===== config.mk =====
export PLATFORM = sky130hd
export DESIGN_NAME = json_string_unescape_utf8
export DESIGN_NICKNAME = d
export VERILOG_FILES = /design/src/sv/jsu_pkg.sv /design/src/sv/json_string_unescape_utf8.sv /design/src/sv/jsu_decode.sv /design/src/sv/jsu_drain.sv
export VERILOG_INCLUDE_DIRS = /design/src /design/src/sv
export SDC_FILE = /design/constraint.sdc
export NUM_CORES = 1
export LEC_CHECK = 0
export BUFFER_PORTS_ARGS = -buffer_cell sky130_fd_sc_hd__buf_2
export CAP_MARGIN = 20
export CORE_MARGIN = 10
export CORE_UTILIZATION = 35
export CTS_BUF_LIST = sky130_fd_sc_hd__clkbuf_4 sky130_fd_sc_hd__clkbuf_8
export DETAILED_ROUTE_END_ITERATION = 7
export GPL_ROUTABILITY_DRIVEN = 1
export SYNTH_ARGS = -nofsm -noshare
export SYNTH_HDL_FRONTEND = slang
export SYNTH_HIERARCHICAL = 1
export SYNTH_SLANG_ARGS = --single-unit

===== constraint.sdc =====
create_clock -name clk -period 11.3 [get_ports clk]
set_input_delay 2.26 -clock clk [delete_from_list [all_inputs] [get_ports clk]]
set_output_delay 2.26 -clock clk [all_outputs]
set_load 0.02 [all_outputs]

===== src/sv/assert_macros.svh =====
// assertion macros shared by the rtl files
`ifndef ASSERT_MACROS_SVH
`define ASSERT_MACROS_SVH

`ifndef SYNTHESIS

// condition a implies b in the same cycle
`define ASSERT_IMPLIES(label, clk, rst, a, b) \
  label: assert property (@(posedge clk) disable iff (rst) (a) |-> (b)) \
    else $error("assertion failed");

// condition a implies b in the next cycle
`define ASSERT_NEXT(label, clk, rst, a, b) \
  label: assert property (@(posedge clk) disable iff (rst) (a) |=> (b)) \
    else $error("assertion failed");

`else

`define ASSERT_IMPLIES(label, clk, rst, a, b)
`define ASSERT_NEXT(label, clk, rst, a, b)

`endif

`endif


===== src/sv/jsu_pkg.sv =====
package jsu_pkg;

  localparam int MaxResults = 5;

  // result kinds
  localparam logic [1:0] KIND_DATA  = 2'd0;
  localparam logic [1:0] KIND_CLOSE = 2'd1;
  localparam logic [1:0] KIND_FAIL  = 2'd2;

  localparam logic [16:0] COUNT_MAX = 17'h1FFFF;

  // characters of interest
  localparam logic [7:0] CH_SPACE  = 8'h20;
  localparam logic [7:0] CH_QUOTE  = 8'h22;
  localparam logic [7:0] CH_BSLASH = 8'h5C;
  localparam logic [7:0] CH_B      = 8'h62;
  localparam logic [7:0] CH_F      = 8'h66;
  localparam logic [7:0] CH_N      = 8'h6E;
  localparam logic [7:0] CH_R      = 8'h72;
  localparam logic [7:0] CH_T      = 8'h74;
  localparam logic [7:0] CH_U      = 8'h75;
  localparam logic [7:0] CH_BS     = 8'h08;
  localparam logic [7:0] CH_FF     = 8'h0C;
  localparam logic [7:0] CH_LF     = 8'h0A;
  localparam logic [7:0] CH_CR     = 8'h0D;
  localparam logic [7:0] CH_TAB    = 8'h09;

  typedef enum logic [3:0] {
    PH_SKIP = 4'b0001,
    PH_STR  = 4'b0010,
    PH_ESC  = 4'b0100,
    PH_HEX  = 4'b1000
  } phase_t;

  typedef struct packed {
    logic [7:0]  data;
    logic [1:0]  kind;
    logic [16:0] consumed;
    logic        last;
  } result_t;

  typedef struct packed {
    logic [2:0]                   count;
    result_t [MaxResults-1:0]     entries;
  } burst_t;

  typedef struct packed {
    logic [1:0]      n;
    logic [2:0][7:0] b;
  } utf8_t;

  // hex digit value, top bit flags a valid digit
  function automatic logic [4:0] hex_value(input logic [7:0] c);
    logic [4:0] r;
    r = 5'd0;
    if (c >= 8'h30 && c <= 8'h39) begin
      r = {1'b1, 4'(c - 8'h30)};
    end else if (c >= 8'h61 && c <= 8'h66) begin
      r = {1'b1, 4'(c - 8'h57)};
    end else if (c >= 8'h41 && c <= 8'h46) begin
      r = {1'b1, 4'(c - 8'h37)};
    end
    return r;
  endfunction

  // code point to utf-8, one to three bytes, first byte in b[0]
  function automatic utf8_t utf8_encode(input logic [15:0] cp);
    utf8_t u;
    u.b = '0;
    if (cp <= 16'h007F) begin
      u.n    = 2'd1;
      u.b[0] = {1'b0, cp[6:0]};
    end else if (cp <= 16'h07FF) begin
      u.n    = 2'd2;
      u.b[0] = {3'b110, cp[10:6]};
      u.b[1] = {2'b10, cp[5:0]};
    end else begin
      u.n    = 2'd3;
      u.b[0] = {4'b1110, cp[15:12]};
      u.b[1] = {2'b10, cp[11:6]};
      u.b[2] = {2'b10, cp[5:0]};
    end
    return u;
  endfunction

  function automatic result_t make_result(input logic [7:0] d, input logic [1:0] k,
                                          input logic [16:0] c);
    result_t r;
    r.data     = d;
    r.kind     = k;
    r.consumed = c;
    r.last     = 1'b0;
    return r;
  endfunction

endpackage


===== src/sv/json_string_unescape_utf8.sv =====
// path: an accepted byte passes the input register, then the result burst buffer, then the output register
// throughput: one byte per cycle while each byte gives at most one result and out_ready is high;
// a byte giving several results (up to five) holds the input side until its last result pops,
// set by the single result burst buffer draining one entry per cycle while out_ready allows
// reset: synchronous, clears all buffers and restarts decoding at leading whitespace
module json_string_unescape_utf8
  import jsu_pkg::*;
(
  input  logic        clk,
  input  logic        rst,
  input  logic        in_valid,
  output logic        in_ready,
  input  logic [7:0]  in_byte,
  input  logic        buffer_end,
  output logic        out_valid,
  input  logic        out_ready,
  output logic [7:0]  out_byte,
  output logic [1:0]  kind,
  output logic [16:0] consumed,
  output logic        last
);

  logic       iv;
  logic [7:0] byte_q;
  logic       end_q;
  logic       load;
  logic       take;
  burst_t     burst;
  result_t    out_data;

  assign take     = iv && load;
  assign in_ready = !iv || load;

  // input register
  always_ff @(posedge clk) begin
    if (rst) begin
      iv <= 1'b0;
    end else if (in_ready) begin
      iv <= in_valid;
    end
  end

  always_ff @(posedge clk) begin
    if (in_ready && in_valid) begin
      byte_q <= in_byte;
      end_q  <= buffer_end;
    end
  end

  jsu_decode u_decode (
    .clk       (clk),
    .rst       (rst),
    .take      (take),
    .in_byte_q (byte_q),
    .in_end_q  (end_q),
    .burst     (burst)
  );

  jsu_drain u_drain (
    .clk       (clk),
    .rst       (rst),
    .burst_in  (burst),
    .load      (load),
    .out_valid (out_valid),
    .out_ready (out_ready),
    .out_data  (out_data)
  );

  assign out_byte = out_data.data;
  assign kind     = out_data.kind;
  assign consumed = out_data.consumed;
  assign last     = out_data.last;

endmodule


===== src/sv/jsu_decode.sv =====
`include "assert_macros.svh"

module jsu_decode
  import jsu_pkg::*;
(
  input  logic       clk,
  input  logic       rst,
  input  logic       take,
  input  logic [7:0] in_byte_q,
  input  logic       in_end_q,
  output burst_t     burst
);

  phase_t      phase, phase_next;
  logic [15:0] code_point, code_point_next;
  logic [2:0]  hex_seen, hex_seen_next;
  logic [16:0] byte_count, byte_count_next;

  logic [16:0] cnt_inc;
  logic [4:0]  hv;
  logic [15:0] cp_shift;
  utf8_t       pre;
  logic        pre_v;
  logic        mid_v;
  result_t     mid;
  logic        done;
  logic        use_str;
  logic        end_v;
  logic [2:0]  pos_mid, pos_end, count;
  logic [4:0][7:0] pre_pad;
  logic [MaxResults-1:0] last_vec;

  assign cnt_inc  = (byte_count == COUNT_MAX) ? byte_count : byte_count + 17'd1;
  assign hv       = hex_value(in_byte_q);
  assign cp_shift = {code_point[11:0], hv[3:0]};

  // per-byte decode
  always_comb begin
    phase_next      = phase;
    code_point_next = code_point;
    hex_seen_next   = hex_seen;
    pre             = utf8_encode(code_point);
    pre_v           = 1'b0;
    mid_v           = 1'b0;
    mid             = make_result(in_byte_q, KIND_DATA, 17'd0);
    done            = 1'b0;
    use_str         = 1'b0;
    case (phase)
      PH_SKIP: begin
        if (in_byte_q <= CH_SPACE) begin
          phase_next = PH_SKIP;
        end else if (in_byte_q == CH_QUOTE) begin
          phase_next = PH_STR;
        end else begin
          mid   = make_result(8'd0, KIND_FAIL, 17'd0);
          mid_v = 1'b1;
          done  = 1'b1;
        end
      end
      PH_STR: begin
        use_str = 1'b1;
      end
      PH_ESC: begin
        phase_next = PH_STR;
        mid_v      = 1'b1;
        case (in_byte_q)
          CH_BSLASH: mid.data = CH_BSLASH;
          CH_QUOTE:  mid.data = CH_QUOTE;
          CH_B:      mid.data = CH_BS;
          CH_F:      mid.data = CH_FF;
          CH_N:      mid.data = CH_LF;
          CH_R:      mid.data = CH_CR;
          CH_T:      mid.data = CH_TAB;
          CH_U: begin
            phase_next      = PH_HEX;
            code_point_next = 16'd0;
            hex_seen_next   = 3'd0;
            mid_v           = 1'b0;
          end
          default:   mid.data = CH_BSLASH;
        endcase
      end
      PH_HEX: begin
        if (hv[4]) begin
          if (hex_seen == 3'd3) begin
            pre             = utf8_encode(cp_shift);
            pre_v           = 1'b1;
            phase_next      = PH_STR;
            code_point_next = 16'd0;
            hex_seen_next   = 3'd0;
          end else begin
            code_point_next = cp_shift;
            hex_seen_next   = hex_seen + 3'd1;
          end
        end else if (hex_seen == 3'd0) begin
          mid   = make_result(8'd0, KIND_FAIL, 17'd0);
          mid_v = 1'b1;
          done  = 1'b1;
        end else begin
          // short escape: emit what was gathered, then treat byte as string body
          pre_v           = 1'b1;
          phase_next      = PH_STR;
          code_point_next = 16'd0;
          hex_seen_next   = 3'd0;
          use_str         = 1'b1;
        end
      end
      default: begin
        phase_next = PH_SKIP;
      end
    endcase

    // string body byte
    if (use_str) begin
      if (in_byte_q == CH_QUOTE) begin
        mid   = make_result(8'd0, KIND_CLOSE, cnt_inc);
        mid_v = 1'b1;
        done  = 1'b1;
      end else if (in_byte_q == CH_BSLASH) begin
        phase_next = PH_ESC;
      end else begin
        mid_v = 1'b1;
      end
    end
  end

  assign end_v   = in_end_q && !done;
  assign pos_mid = pre_v ? {1'b0, pre.n} : 3'd0;
  assign pos_end = pos_mid + {2'b00, mid_v};
  assign count   = pos_end + {2'b00, end_v};
  assign pre_pad = {16'h0000, pre.b};

  // lay out the results of this byte in order, empty when no request is taken
  always_comb begin
    burst.count = take ? count : 3'd0;
    for (int i = 0; i < MaxResults; i++) begin
      if (3'(i) < pos_mid) begin
        burst.entries[i] = make_result(pre_pad[i], KIND_DATA, 17'd0);
      end else if (3'(i) == pos_mid && mid_v) begin
        burst.entries[i] = mid;
      end else begin
        burst.entries[i] = make_result(8'd0, KIND_FAIL, 17'd0);
      end
      burst.entries[i].last = (count != 3'd0) && (3'(i) == count - 3'd1);
      last_vec[i] = burst.entries[i].last;
    end
  end

  // decode state
  always_ff @(posedge clk) begin
    if (rst) begin
      phase      <= PH_SKIP;
      code_point <= 16'd0;
      hex_seen   <= 3'd0;
      byte_count <= 17'd0;
    end else if (take) begin
      if (done || in_end_q) begin
        phase      <= PH_SKIP;
        code_point <= 16'd0;
        hex_seen   <= 3'd0;
        byte_count <= 17'd0;
      end else begin
        phase      <= phase_next;
        code_point <= code_point_next;
        hex_seen   <= hex_seen_next;
        byte_count <= byte_count_next;
      end
    end
  end

  assign byte_count_next = cnt_inc;

  `ASSERT_IMPLIES(a_hex_seen_range, clk, rst, 1'b1, hex_seen <= 3'd3)
  `ASSERT_IMPLIES(a_one_last, clk, rst, take, $countones(last_vec) == ((count != 3'd0) ? 1 : 0))
  `ASSERT_NEXT(a_done_restart, clk, rst, take && (done || in_end_q), phase == PH_SKIP && byte_count == 17'd0)

endmodule


===== src/sv/jsu_drain.sv =====
`include "assert_macros.svh"

module jsu_drain
  import jsu_pkg::*;
(
  input  logic    clk,
  input  logic    rst,
  input  burst_t  burst_in,
  output logic    load,
  output logic    out_valid,
  input  logic    out_ready,
  output result_t out_data
);

  logic [2:0]               burst_n;
  result_t [MaxResults-1:0] entries;
  logic                     pop;

  assign pop  = (burst_n != 3'd0) && (!out_valid || out_ready);
  assign load = (burst_n == 3'd0) || (burst_n == 3'd1 && pop);

  // result burst buffer, head at entry 0
  always_ff @(posedge clk) begin
    if (rst) begin
      burst_n <= 3'd0;
    end else if (load) begin
      burst_n <= burst_in.count;
    end else if (pop) begin
      burst_n <= burst_n - 3'd1;
    end
  end

  always_ff @(posedge clk) begin
    if (load) begin
      entries <= burst_in.entries;
    end else if (pop) begin
      for (int i = 0; i < MaxResults - 1; i++) begin
        entries[i] <= entries[i+1];
      end
    end
  end

  // output register
  always_ff @(posedge clk) begin
    if (rst) begin
      out_valid <= 1'b0;
    end else if (pop) begin
      out_valid <= 1'b1;
    end else if (out_ready) begin
      out_valid <= 1'b0;
    end
  end

  always_ff @(posedge clk) begin
    if (pop) begin
      out_data <= entries[0];
    end
  end

  `ASSERT_IMPLIES(a_burst_range, clk, rst, 1'b1, burst_n <= 3'(MaxResults))
  `ASSERT_NEXT(a_load_count, clk, rst, load, burst_n == $past(burst_in.count))
  `ASSERT_NEXT(a_pop_count, clk, rst, pop && !load, burst_n == $past(burst_n) - 3'd1)

endmodule

==> results.sh, run 1 <==
export IMPL_die_area_um2=40200
export IMPL_hold_violations=0
export IMPL_cts_tree="done"
export IMPL_end_kind="output port"
export IMPL_top_layer="met4"
export IMPL_finClkSkew_ns=0.0256
export IMPL_cts_path_max_buffers=3
export IMPL_cpMostUsedCell="buf_2"
export IMPL_maxCapViolCount=0
export IMPL_grtUsageTotal_pct=13.0
export IMPL_period_needed_ns=6.14
export IMPL_ys_async_sr_fraction_pct=0
export IMPL_met2_length_um=12000
export IMPL_cts_resized_gates=0
export IMPL_total_power_w=0.00280
export IMPL_ys_seq_area_share_pct=54.6
export IMPL_final_util_pct=39.8
export IMPL_tightest_slew_ns=1.09
export IMPL_report_final_slew_viol_count=0
export IMPL_core_region_area_um2=31800
export IMPL_final_layout_size_suffix_gt1_share_pct=12.2
export IMPL_grt_remaining_overflow=0
export IMPL_root_buffer="clkbuf_8"
export IMPL_critPathArrivalTime_ns=3.88
export IMPL_status="complete, no violations"
export IMPL_gp_congestion=0.923
export IMPL_cts_buffers=39
export IMPL_p_leak_nw=5.09
export IMPL_insertion_delay_ns=0.54
export IMPL_hold_slack_ns=0.411
export IMPL_grt_antenna_before_repair=0
export IMPL_fp_dieH_um=200
export IMPL_setup_tns_ns=0
export IMPL_clk_pin_slew_ns=0.06
export IMPL_relSlewSlack_pct=26.9
export IMPL_syn_avg_cell_area_um2=9.46
export IMPL_finalSetupViolCount=0
export IMPL_grt_max_degree=91
export IMPL_criticalPathCategory="primary input to output port"
export IMPL_crit_family="buffers and inverters"
export IMPL_rsz0062_at_grt="no"
export IMPL_hold_buffers=0
export IMPL_fp_dieW_um=200
export IMPL_drt_iter0_markers=695
export IMPL_ys_flop_type="edfxtp_1"
export IMPL_wl_um=27200
export IMPL_synth_distinct_cells=86
export IMPL_dpl_hpwl_um=17300
export IMPL_synthesis_area_um2=11400
export IMPL_postSynthCellCount=1204
export IMPL_vias=8724
export IMPL_synth_edff_count=177
export IMPL_drc=0
export IMPL_final_common_cell="nand2_1"
export IMPL_critPathBufInv=4
export IMPL_insertedDiodeCount=0
export IMPL_dr_pass1_iters=5
export IMPL_row_count=65
export IMPL_drt_wirelength_per_cell_um=16.1
export IMPL_wirelength_met1_um=12900
export IMPL_cts_max_level=2
export IMPL_syn_to_final_growth_pct=11.1
export IMPL_ys_ff_latch=222
export IMPL_numPortBuffers=42
export IMPL_grt_pass1_vias=8121
export IMPL_finalCritPeriodShare_pct=54.3
export IMPL_worstPathCellList="buf_2 > nand2b_1 > a21oi_4 > buf_4 > inv_4 > nand2b_4 > buf_2"
export IMPL_clock_sinks=222
export IMPL_critPathMaxStageDelay_ns=0.39
export IMPL_ir_drop_mv=0.152
export IMPL_final_cell_mix="nand2_1, edfxtp_1, nor2_1"
export IMPL_start_kind="primary input"
export IMPL_avgViaCountPerCell=5.17
export IMPL_post_cts_buffers=0
export IMPL_power_density_nw_per_um2=222
export IMPL_ant_nets=0
export IMPL_met3_length_um=1620
export IMPL_initial_utilization_pct=35.8
export IMPL_hp_class="flop to flop"
export IMPL_path_max_fanout=54
export IMPL_max_freq_mhz=163
export IMPL_final_nets=1248
export IMPL_ys_warn_count=6
export IMPL_critPathRequiredTime_ns=9.04
export IMPL_num_io_pins=43
export IMPL_grt_pass1_wl_um=43700
export IMPL_cp_slowest_cell="buf_4"
-- cells in the mapped netlist, types with 5 or more instances --
master | instances | share of area (%)
a211oi_1 | 7 | 0.46
a21oi_1 | 36 | 1.6
a221oi_1 | 8 | 0.62
a22o_1 | 17 | 1.3
a22oi_1 | 7 | 0.46
a31oi_1 | 9 | 0.49
and3_1 | 9 | 0.49
buf_2 | 27 | 1.2
buf_4 | 30 | 2.0
clkbuf_1 | 39 | 1.3
dfxtp_1 | 45 | 7.9
edfxtp_1 | 177 | 47
ha_1 | 12 | 1.3
inv_1 | 19 | 0.63
mux2i_1 | 6 | 0.53
nand2_1 | 371 | 12
nand2b_1 | 16 | 0.88
nand3_1 | 29 | 1.3
nand4_1 | 11 | 0.60
nor2_1 | 114 | 3.8
nor2b_1 | 11 | 0.60
nor3_1 | 15 | 0.66
nor3b_1 | 8 | 0.53
nor4_1 | 6 | 0.33
o211ai_1 | 5 | 0.33
o21ai_0 | 37 | 1.6
o22ai_1 | 15 | 0.82
o32ai_1 | 6 | 0.46
xnor2_1 | 5 | 0.38
xor2_1 | 10 | 0.77
-- routing by layer --
layer  up-vias  track usage (%)
met5         -                0
met4         0             4.98
met3        48             2.71
met2       301             19.7
met1      4146             17.9
li1       4229                -
-- layout make-up --
type | count | area [µm²]
sequential | 222 | 6220
multi-input combinational | 885 | 4670
inverter | 21 | 81.3
clock buffer | 59 | 731
clock inverter | 11 | 111
tap | 435 | 544
timing repair buffer | 53 | 297
fill | 3106 | 19100
-- flip-flops by register name, indices dropped and copies added, names as in the netlist --
register,count
u_drain/out_data,28
byte_q,8
u_drain/burst_n,3
u_drain/out_valid,1
iv,1
u_drain/entries,140
end_q,1
u_decode/phase,4
u_decode/code_point,16
u_decode/byte_count,17
u_decode/hex_seen,3
-- worst register-to-register path, stage by stage (launching register included) --
cell      delay [ns]
edfxtp_1        0.52
inv_1           0.19
ha_1            0.19
or3b_2          0.50
and4bb_1        0.32
nor2_1          0.22
mux2i_1         0.60
inv_2           0.13
fa_1            0.42
inv_1           0.06
ha_1            0.23
and2_1          0.20
a22o_1          0.15
a221oi_1        0.07
a311oi_1        0.24
-- cell families (layout without fill, tap and decap cells) --
| kind of cell | after synthesis | count (layout) | synth area share (%) |
|---|---|---|---|
| multiplexers | 9 | 9 | 0.824 |
| AO/OA/AOI/OAI | 192 | 192 | 11.9 |
| other | 2 | 27 | 0.0659 |
| XOR/XNOR | 15 | 15 | 1.15 |
| flip-flops | 222 | 222 | 54.6 |
| AND/OR/NAND/NOR | 629 | 629 | 24.6 |
| adder cells (fa/ha/maj) | 13 | 13 | 1.49 |
| buffers and inverters | 122 | 144 | 5.44 |
-- worst paths after layout --
kind	cells after the start	slack, ns	endpoint	from
hold reg to reg	0	0.41	u_drain/out_data[12]	u_drain/entries[12]
setup / recovery	7	5.16	in_ready	out_ready
hold / removal	0	0.41	u_drain/out_data[12]	u_drain/entries[12]
setup reg to reg	14	7.19	u_drain/burst_n[2]	byte_q[0]
-- through the flow --
step	instances	area [µm²]	setup WS, ns
final	1686	12700	5.16
after global routing	1686	12700	5.00
after detailed placement	1615	11800	5.14
after global placement	1615	11800	5.17
after floorplan	1229	11500	5.66
after CTS	1685	12600	5.14
-- report_power, final --
| part | switching (W) | total [W] | internal [W] |
|---|---|---|---|
| clock | 0.000326 | 0.000786 | 0.000460 |
| sequential | 0.0000793 | 0.00134 | 0.00126 |
| combinational | 0.000522 | 0.000678 | 0.000156 |
| total | 0.000927 | 0.00280 | 0.00188 |
No activity file was read; power rests on OpenSTA's default activity.
==> run 2, diff against run 1 <==
- clock period: 11.3 -> 5.2 ns (I/O delays scaled with it)
==> run 2 against run 1 <==
  * Combinational power increased by 120%
  * Count of clock-buffer cells in the layout decreased by 2
  * Sequential power increased by 120%
  * Register-to-register slack got worse by 5.9 ns
  * First-iteration DRC count increased by 14%
  * Total power increased by 110%
  * Worst setup slack got worse by 3.9 ns
  * Cell count increased by 0.24%
  * Hold slack got worse by 0.0026 ns
  * Utilization decreased by 0.15 points
  * Critical endpoint is now u_drain/burst_n[2]
  * Largest cell class unchanged
  * Highest routed layer unchanged
==> results.sh, run 2 (synthesis gave the netlist of run 1 again) <==
export IMPL_setup_tns_ns=0
export IMPL_numPortBuffers=42
export IMPL_final_common_cell="nand2_1"
export IMPL_largestRegisters="u_drain/entries x140, u_drain/out_data x28, u_decode/byte_count x17"
export IMPL_vias=8572
export IMPL_rr_startpoint="byte_q[0]"
export IMPL_core_region_area_um2=31800
export IMPL_cts_buffers=38
export IMPL_relSlewSlack_pct=30.8
export IMPL_p_sw_share_pct=33.7
export IMPL_cp_slowest_cell="edfxtp_1"
export IMPL_root_buffer="clkbuf_8"
export IMPL_dpl_hpwl_um=17100
export IMPL_cts_path_max_buffers=3
export IMPL_crit_family="simple AND/OR/NAND/NOR gates"
export IMPL_dr_pass1_iters=5
export IMPL_hp_class="flop to flop"
export IMPL_final_util_pct=39.6
export IMPL_finalCritPeriodShare_pct=76.1
export IMPL_status="complete, no violations"
export IMPL_critPathBufInv=3
export IMPL_finalInstanceArea_um2=12600
export IMPL_path_max_fanout=8
export IMPL_rsz0062_at_grt="no"
export IMPL_insertedDiodeCount=0
export IMPL_grt_pass1_wl_um=42200
export IMPL_hold_violations=0
export IMPL_drt_wirelength_per_cell_um=15.7
export IMPL_wl_um=26600
export IMPL_cts_resized_gates=0
export IMPL_worstPathCellList="inv_1 > ha_1 > or3b_2 > and4bb_1 > nor2_1 > mux2i_1 > inv_2 > fa_1 > inv_1 > ha_1 > and2_1 > a22o_1 > a221oi_1 > a311oi_1"
export IMPL_grt_remaining_overflow=0
export IMPL_largest_register="u_drain/entries"
export IMPL_p_comb_share_pct=24.8
export IMPL_fp_dieH_um=200
export IMPL_internal_power_w=0.00395
export IMPL_critPathArrivalTime_ns=4.39
export IMPL_power_density_nw_per_um2=473
export IMPL_maxCapViolCount=0
export IMPL_hold_buffers=0
export IMPL_clk_pin_slew_ns=0.06
export IMPL_reg2reg_to="u_drain/burst_n[2]"
export IMPL_grt_max_degree=97
export IMPL_critPathMaxStageDelay_ns=0.52
export IMPL_post_cts_buffers=0
export IMPL_report_final_slew_viol_count=0
export IMPL_grtUsageTotal_pct=12.6
export IMPL_finalSetupViolCount=0
export IMPL_cts_tree="done"
export IMPL_p_leak_nw=5.07
export IMPL_ir_drop_mv=0.280
export IMPL_holdCritStartpoint="u_drain/entries[12]"
export IMPL_tightest_slew_ns=1.04
export IMPL_row_count=65
export IMPL_end_kind="flop"
export IMPL_holdPathStages=0
export IMPL_r2r_setup_slack_ns=1.24
export IMPL_drc=0
export IMPL_final_layout_size_suffix_gt1_share_pct=12.2
export IMPL_finClkSkew_ns=0.0205
export IMPL_p_seq_share_pct=48.8
export IMPL_worst_r2r_path_depth=14
export IMPL_placed_cell_area_um2=11800
export IMPL_initial_utilization_pct=35.8
export IMPL_fp_dieW_um=200
export IMPL_insertion_delay_ns=0.54
export IMPL_final_cell_mix="nand2_1, edfxtp_1, nor2_1"
export IMPL_hold_end="u_drain/out_data[12]"
export IMPL_period_needed_ns=3.96
export IMPL_avgViaCountPerCell=5.07
export IMPL_num_io_pins=43
export IMPL_critPathRequiredTime_ns=5.64
export IMPL_drt_iter0_markers=793
export IMPL_grt_pass1_vias=7786
export IMPL_criticalPathCategory="flop to flop"
export IMPL_gp_congestion=0.935
export IMPL_largest_register_ffs=140
export IMPL_syn_to_final_growth_pct=10.6
export IMPL_max_freq_mhz=253
export IMPL_die_area_um2=40200
export IMPL_ant_nets=0
export IMPL_final_nets=1251
export IMPL_clock_power_share_pct=26.4
export IMPL_cts_max_level=2
export IMPL_p_switching_w=0.00201
export IMPL_clock_sinks=222
export IMPL_grt_antenna_before_repair=0
export IMPL_start_kind="flop"
[run 2: stage by stage]
| stage | setup WS (ns) | instances | hold WS, ns | power [W] |
|---|---|---|---|---|
| after floorplan | 1.12 | 1229 | 0.400 | 0.00404 |
| after global placement | 1.22 | 1619 | 0.403 | 0.00441 |
| after detailed placement | 1.14 | 1620 | 0.405 | 0.00445 |
| after CTS | 1.24 | 1690 | 0.413 | 0.00605 |
| after global routing | 0.988 | 1690 | 0.416 | 0.00632 |
| final | 1.24 | 1690 | 0.409 | 0.00596 |
[run 2: metal layers]
layer	track usage [%]	up-vias	share of wire [%]
met5	0	-	0
met4	4.30	0	2.1
met3	2.39	45	5.8
met2	19.2	237	45
met1	17.5	4061	47
li1	-	4229	-
[run 2: how the worst max path moves through the flow]
stage	start	slack (ns)	cells after the start	end
after CTS	byte_q[0]	1.24	14	u_drain/burst_n[2]
final	byte_q[0]	1.24	14	u_drain/burst_n[2]
after detailed placement	out_ready	1.14	8	u_decode/hex_seen[0]
after global placement	out_ready	1.22	8	u_decode/hex_seen[0]
after global routing	byte_q[0]	0.99	14	u_drain/burst_n[2]
after floorplan	out_ready	1.12	2	u_drain/entries[0]
[run 2: worst reg2reg max path, stage by stage (launching register included)]
cell	delay, ns
edfxtp_1	0.52
inv_1	0.18
ha_1	0.18
or3b_2	0.50
and4bb_1	0.31
nor2_1	0.19
mux2i_1	0.52
inv_2	0.12
fa_1	0.41
inv_1	0.07
ha_1	0.22
and2_1	0.18
a22o_1	0.14
a221oi_1	0.07
a311oi_1	0.25
[run 2: final cells by class]
| class | instances | area, µm² |
|---|---|---|
| clock buffer | 57 | 703 |
| clock inverter | 13 | 63.8 |
| fill | 3106 | 19200 |
| inverter | 21 | 81.3 |
| multi-input combinational | 885 | 4670 |
| sequential | 222 | 6220 |
| tap | 435 | 544 |
| timing repair buffer | 57 | 323 |
[run 2: power by group through the flow]
stage	clock, W	sequential [W]	combinational (W)
floorplan	0	0.00306	0.000972
global placement	0	0.00292	0.00149
detailed placement	0	0.00294	0.00151
CTS	0.00162	0.00291	0.00151
global route	0.00170	0.00296	0.00166
finish	0.00157	0.00290	0.00148
==> run 3, diff against run 2 <==
- clock period: 5.2 -> 3.9 ns (I/O delays scaled with it)
==> run 3 against run 2 <==
  * Via count is 0.92% higher
  * Hold slack improved by 0.0031 ns
  * Wire length increased by 0.58%
  * Largest power group unchanged
==> results.sh, run 3 (synthesis gave the netlist of run 1 again) <==
export IMPL_status="complete, no violations"
export IMPL_hold_slack_ns=0.412
export IMPL_vias=8651
export IMPL_ir_drop_mv=0.512
export IMPL_critPathMaxStageDelay_ns=0.49
export IMPL_final_common_cell="nand2_1"
export IMPL_critPathBufInv=3
export IMPL_grt_max_degree=91
export IMPL_register_area_um2=6220
export IMPL_row_count=65
export IMPL_grtUsageTotal_pct=12.8
export IMPL_hold_buffers=0
export IMPL_dpl_hpwl_um=17500
export IMPL_final_cell_mix="nand2_1, edfxtp_1, nor2_1"
export IMPL_grt_pass1_wl_um=43200
export IMPL_place_ws_ns=0.197
export IMPL_start_kind="flop"
export IMPL_fp_dieW_um=200
export IMPL_ant_nets=0
export IMPL_drc=0
export IMPL_p_leak_nw=5.18
export IMPL_cts_path_max_buffers=3
export IMPL_largest_register_ffs=140
export IMPL_final_nets=1272
export IMPL_largest_register="u_drain/entries"
export IMPL_clock_sinks=222
export IMPL_relSlewSlack_pct=35.1
export IMPL_hold_violations=0
export IMPL_syn_to_final_growth_pct=12.3
export IMPL_crit_family="simple AND/OR/NAND/NOR gates"
export IMPL_gp_congestion=0.912
export IMPL_largestRegisters="u_drain/entries x140, u_drain/out_data x28, u_decode/byte_count x17"
export IMPL_wl_um=26700
export IMPL_hp_class="flop to flop"
export IMPL_multi_input_area_um2=4680
export IMPL_numPortBuffers=42
export IMPL_cp_slowest_cell="or3b_2"
export IMPL_cts_tree="done"
export IMPL_num_io_pins=43
export IMPL_rsz0062_at_grt="no"
export IMPL_initial_utilization_pct=35.8
export IMPL_dr_pass1_iters=5
export IMPL_rr_startpoint="byte_q[0]"
export IMPL_placed_cell_area_um2=12000
export IMPL_hold_end="u_drain/out_data[22]"
export IMPL_holdCritStartpoint="u_drain/entries[22]"
export IMPL_cts_buffers=38
export IMPL_r2r_setup_slack_ns=0.22
export IMPL_grt_pass1_vias=8061
export IMPL_report_final_slew_viol_count=0
export IMPL_root_buffer="clkbuf_8"
export IMPL_critPathArrivalTime_ns=4.12
export IMPL_worstPathCellList="inv_1 > ha_1 > or3b_2 > and4bb_1 > nor2_1 > mux2i_2 > inv_2 > fa_1 > inv_1 > ha_1 > and2_1 > a22o_1 > a221oi_1 > a311oi_1"
export IMPL_finalCritPeriodShare_pct=94.5
export IMPL_die_area_um2=40200
export IMPL_grt_antenna_before_repair=0
export IMPL_criticalPathCategory="flop to flop"
export IMPL_placed_cells=1640
export IMPL_holdPathStages=0
export IMPL_fill_cells=3113
export IMPL_critPathRequiredTime_ns=4.34
export IMPL_finalInstanceArea_um2=12800
export IMPL_power_density_nw_per_um2=626
export IMPL_path_max_fanout=6
export IMPL_clk_pin_slew_ns=0.06
export IMPL_drt_wirelength_per_cell_um=15.6
export IMPL_cts_max_level=2
export IMPL_drt_iter0_markers=826
export IMPL_final_layout_size_suffix_gt1_share_pct=14.2
export IMPL_grt_remaining_overflow=0
export IMPL_maxCapViolCount=0
export IMPL_period_needed_ns=3.68
export IMPL_setup_tns_ns=0
export IMPL_finClkSkew_ns=0.0223
export IMPL_fp_dieH_um=200
export IMPL_avgViaCountPerCell=5.06
export IMPL_end_kind="flop"
export IMPL_worst_slack_ns=0.216
export IMPL_core_region_area_um2=31800
export IMPL_tightest_slew_ns=0.973
export IMPL_insertion_delay_ns=0.54
export IMPL_reg2reg_to="u_drain/burst_n[2]"
export IMPL_final_cells=1711
export IMPL_worst_r2r_path_depth=14
export IMPL_crit_cells=14
export IMPL_insertedDiodeCount=0
export IMPL_max_freq_mhz=271
export IMPL_finalSetupViolCount=0
[run 3: layer usage]
layer	vias to the layer above	global-route usage, %	routed length (µm)	share of wire [%]
met1	4067	17.5	12400	46
met2	254	19.4	11900	44
met4	0	4.38	676	2.5
met5	-	0	0	0
li1	4271	-	-	-
met3	59	3.01	1750	6.6
[run 3: worst max path at each step]
stage,start,endpoint,slack (ns)
2_1_floorplan,out_ready,u_drain/entries[0],0.08
3_3_place_gp,byte_q[0],u_drain/burst_n[2],0.32
3_5_place_dp,byte_q[0],u_drain/burst_n[2],0.20
4_1_cts,byte_q[0],u_drain/burst_n[2],0.19
5_1_grt,byte_q[0],u_drain/burst_n[2],0.05
6_report,byte_q[0],u_drain/burst_n[2],0.22
[run 3: cell type report]
cell class / instances / share of cell area, %
inverters: 21 / 0.636
multi-input cells: 885 / 36.6
repair buffers: 78 / 3.76
clock buffers: 62 / 5.60
flip-flops and latches: 222 / 48.6
clock inverters: 8 / 0.567
well taps: 435 / 4.26
[run 3: report_power, final]
group	switching (W)	internal [W]
logic	0.00151	0.000474
clock network	0.000924	0.00123
registers	0.000219	0.00365
total	0.00265	0.00535
[run 3: repair_timing]
item | 4_1_cts | 5_1_grt
endpoints found under the setup margin | 0 | 1
buffers inserted | 0 | 1
gates resized for setup | 0 | 2
[run 3: per-stage QoR]
step / total power (W) / util (%)
after floorplan: 0.00538 / -
after global placement: 0.00590 / 37.7
after detailed placement: 0.00595 / 37.7
after CTS: 0.00814 / 40.2
after global routing: 0.00850 / 40.2
final: 0.00801 / 40.2
